**config.mk**
```make
export PLATFORM = sky130hd
export DESIGN_NAME = dvf_ram
export DESIGN_NICKNAME = d
export VERILOG_FILES = /design/src/rtl/core/dvf_ram.sv
export SDC_FILE = /design/constraint.sdc
export NUM_CORES = 1
export LEC_CHECK = 0
export BUFFER_PORTS_ARGS = -buffer_cell sky130_fd_sc_hd__buf_4
export CAP_MARGIN = 0
export CORE_UTILIZATION = 50
export CTS_CLUSTER_DIAMETER = 60
export DETAILED_ROUTE_END_ITERATION = 10
export PLACE_DENSITY_LB_ADDON = 0.25
export SLEW_MARGIN = 0
export SYNTH_ARGS = -nofsm -noshare
export SYNTH_HDL_FRONTEND = slang
export SYNTH_SLANG_ARGS = --single-unit
```
**constraint.sdc**
```tcl
create_clock -name aclk -period 1.7 [get_ports aclk]
set_input_delay 0.34 -clock aclk [delete_from_list [all_inputs] [get_ports aclk]]
set_output_delay 0.34 -clock aclk [all_outputs]
set_load 0.01 [all_outputs]
```
**src/rtl/core/dvf_ram.sv**
```systemverilog
`timescale 1ns / 1ps
// ----------------------------------------------------------------------------
// Generic RAM
// Single write port, single read port with registered read data.
// ----------------------------------------------------------------------------
module dvf_ram #(
    parameter int WIDTH = 8,
    parameter int DEPTH = 16
) (
    input  logic                     aclk,
    input  logic                     we,
    input  logic [$clog2(DEPTH)-1:0] waddr,
    input  logic [WIDTH-1:0]         wdata,
    input  logic                     re,
    input  logic [$clog2(DEPTH)-1:0] raddr,
    output logic [WIDTH-1:0]         rdata
);

    logic [WIDTH-1:0] mem_reg [DEPTH];

    always_ff @(posedge aclk) begin
        if (we) begin
            mem_reg[waddr] <= wdata;
        end
        if (re) begin
            rdata <= mem_reg[raddr];
        end
    end

endmodule

```
* After elaboration in Yosys (flattened, before gate mapping) *
Memory sizes are Yosys's and may differ from the RTL's. A register that Yosys moved wholly into a read port is not among the register bits.
Cells that the tools add are included.

storage, ports and cells
  bits in registers = 0
  RAM bits = 128
  input port bits = 19
  output and inout bits = 8
  logic and storage cells = 3
  memories = 1

cells by class
  mux-type cells = 2

memory list
  name     words  bits a word  rd ports  clocked after Yosys merged registers in  write ports  line  source
  mem_reg  16     8            1         1                                        1            19    logic [WIDTH-1:0] mem_reg [DEPTH];

operators with widths
  kind              number
  1-bit 2-to-1 mux  2

* Longest topological paths before layout *
  depth after elaboration = 2
  mapped depth = 5
  depth with buffers taken out = 3

* Worst setup path before layout *
Ideal clock, no wire load.

  path kind = input -> register
  start point = input waddr[2]
  end point = memory mem_reg[0][0], enable pin
  library setup time = 0.383 ns
  arrival time = 1.450 ns
  data required time = 1.317 ns
  setup slack = -0.133 ns
  cell stages on the path = 2
  buffers on the path = 0
  cells stage by stage = or3b_2 -> nor3_1

RTL lines
  item                line  source
  start: declaration  12    input logic [$clog2(DEPTH)-1:0] waddr,
  end: declaration    19

Straight into the memory's write port.

==> run_results.csv <==
group,metric,value,unit
finish,drive_gt1_share,32.6,%
cts,worstSkewPairLatency,0.50,ns
flow_run,drv_cap,0,
timing,finClkSkew,0.00640,ns
timing,hold_ws,0.147,ns
finish,n_antenna_cell,0,
global_routing,grt_pass1_wl,15100,um
setup_path,cp_data_arrival_time,1.73,ns
cts,clock-sinks,136,
finish,largest_register_ffs,128,
timing,max_slew_margin,54.3,%
global_routing,antenna_found_initial,0,
power,intPower,6.32,mW
route,vias,2519,
timing,drv_slew,0,
cts,ctsHtreeMaxLevel,4,
synthesis,synth-seq-cells,136,
setup_path,cp-end-kind,"flip-flop",
synthesis,synth_warnings,0,
power,clockPowerShare,46.7,%
power,p_per_area,1240,nW/um^2
placement,globalplace.congestion,0.746,
synthesis,avgSynthCellArea,22.8,sq um
finish,finish.utilization,63.7,%
floorplanning,dieArea,10900,sq um
power,switchingPower,1.53,mW
placement,numPortBuffers,26,
global_routing,grt_usage,19.8,%
floorplanning,io_pins,27,
cts,cts_resized,0,
setup_path,worstPathMaxFanout,1,
floorplanning,start_util,52.5,%
timing,hold_viol_final,0,
timing,fin_crit,1.49,ns
timing,period_share,87.6,%
global_routing,grt-ovfl-total,0,
cts,clock-root-buffer,"clkbuf_8",
global_routing,grt_pass1_vias,2641,
timing,rsz0062_at_grt,"no",
synthesis,synth_seq_area_share,78.1,%
power,pwr-share-comb,4.9,%
synthesis,syn-num-nets,248,
setup_path,critPathLaunchType,"flip-flop",
synthesis,yosys.cell_types.count,18,
timing,fin_tns_setup,0,ns
route,vias_per_cell,5.80,
power,power,7.85,mW
setup_path,required,1.94,ns
cts,numCtsBuffers,17,
route,first_pass_iters,4,
finish,final_cell_mix,"136 x edfxtp_1, 46 x buf_4, 18 x mux4_2",
cts,cts_tree,"yes",
floorplanning,die_x,104,um
route,post-route-drc-count,0,
hold_path,worstHoldPathType,"in -> reg",
placement,place_hpwl,6340,um
floorplanning,die_h,104,um
timing,tightest_slew,0.683,ns
route,first_iter_violations,199,
route,antenna_left,0,
floorplanning,core,9950,sq um
route,routed_wl,9720,um
cts,clkSlewWorstSetupHoldPaths,0.06,ns
synthesis,synth_cells,229,
route,routedWlPerCell,22.4,um
cts,postCtsSetupBuffers,0,
finish,layout_commonest_cell,"edfxtp_1",
floorplanning,placementRows,36,
setup_path,crit_type,"reg -> reg",
power,switching_share,19.5,%
cts,cts_hold_buf,0,
power,leakage,2.16,nW
timing,fmax,671,MHz
global_routing,grt_max_degree,17,
power,ir_drop,707,uV
run_status,status,"finished, final reports clean",
finish,areaGrowthSynthToFinish,21.2,%
power,seq_power_share,48.4,%
finish,nets,307,
timing,fin_ws,0.210,ns
timing,finalSetupViolations,0,
synthesis,syn_area,5230,sq um
placement,place_ws,-0.122,ns
cts,clock_path_buffers,2,
[through the flow]
stage                     cells  cell area, sq um
after floorplan             229              5230
after global placement      402              5740
after detailed placement    402              5740
after CTS                   434              6340
after global routing        434              6340
final                       434              6340
[final timing paths]
path | start | to | slack (ns) | depth (start not counted)
max | mem_reg[11][0]$_DFFE_PP_ | rdata[0]$_DFFE_PP_ | 0.21 | 3
max reg2reg | mem_reg[11][0]$_DFFE_PP_ | rdata[0]$_DFFE_PP_ | 0.21 | 3
min reg2reg | mem_reg[8][4]$_DFFE_PP_ | rdata[4]$_DFFE_PP_ | 0.75 | 3
min | wdata[7] | mem_reg[14][7]$_DFFE_PP_ | 0.15 | 1
[power groups by stage]
stage	logic [mW]	registers [mW]	clock network, mW
finish	0.384	3.80	3.67
CTS	0.391	3.80	3.72
global placement	0.381	3.87	0
floorplan	0.191	3.87	0
detailed placement	0.389	3.87	0
global route	0.412	3.81	3.88
[area by class of cell]
cell class / count / area [sq um]
clock buffers: 18 / 418
clock inverters: 14 / 181
fillers: 680 / 3620
multi-input cells: 83 / 1060
flip-flops and latches: 136 / 4080
well taps: 133 / 166
repair buffers: 50 / 425
[Yosys cell counts]
cell	number	area (sq um)
nand3_1	1	5.00
mux4_1	14	368
nor3_1	4	20.0
edfxtp_1	136	4080
nand2_1	9	33.8
and2b_1	1	7.51
nor2b_1	1	6.26
buf_2	3	15.0
mux4_2	18	405
or3b_2	1	8.76
and2_1	1	6.26
buf_4	1	7.51
nand2b_1	2	12.5
a22oi_1	16	120
buf_6	3	33.8
nor2_1	13	48.8
clkdlybuf4s25_2	3	30.0
nand3b_1	2	15.0
[metal layers]
layer  vias up  wire (um)  global-route usage [%]  part of all wire (%)
met1      1353       4210                    26.2                    43
met3        10        338                    4.76                   3.5
li1       1095          -                       -                     -
met5         -          0                       0                     0
met4         0        180                    8.37                   1.9
met2        61       4990                    31.7                    51
[kinds of logic after synthesis]
group,count (synthesis),share of synthesized area [%]
AO/OA/AOI/OAI,16,2.30
buffers and inverters,10,1.65
AND/OR/NAND/NOR,35,3.14
flip-flops,136,78.1
multiplexers,32,14.8
[critical path, stage by stage, from the launching register on]
cell      delay, ns
edfxtp_1       0.36
mux4_2         0.49
a22oi_1        0.28
nand2_1        0.10
Note: power is estimated with default switching activity, not from simulation.
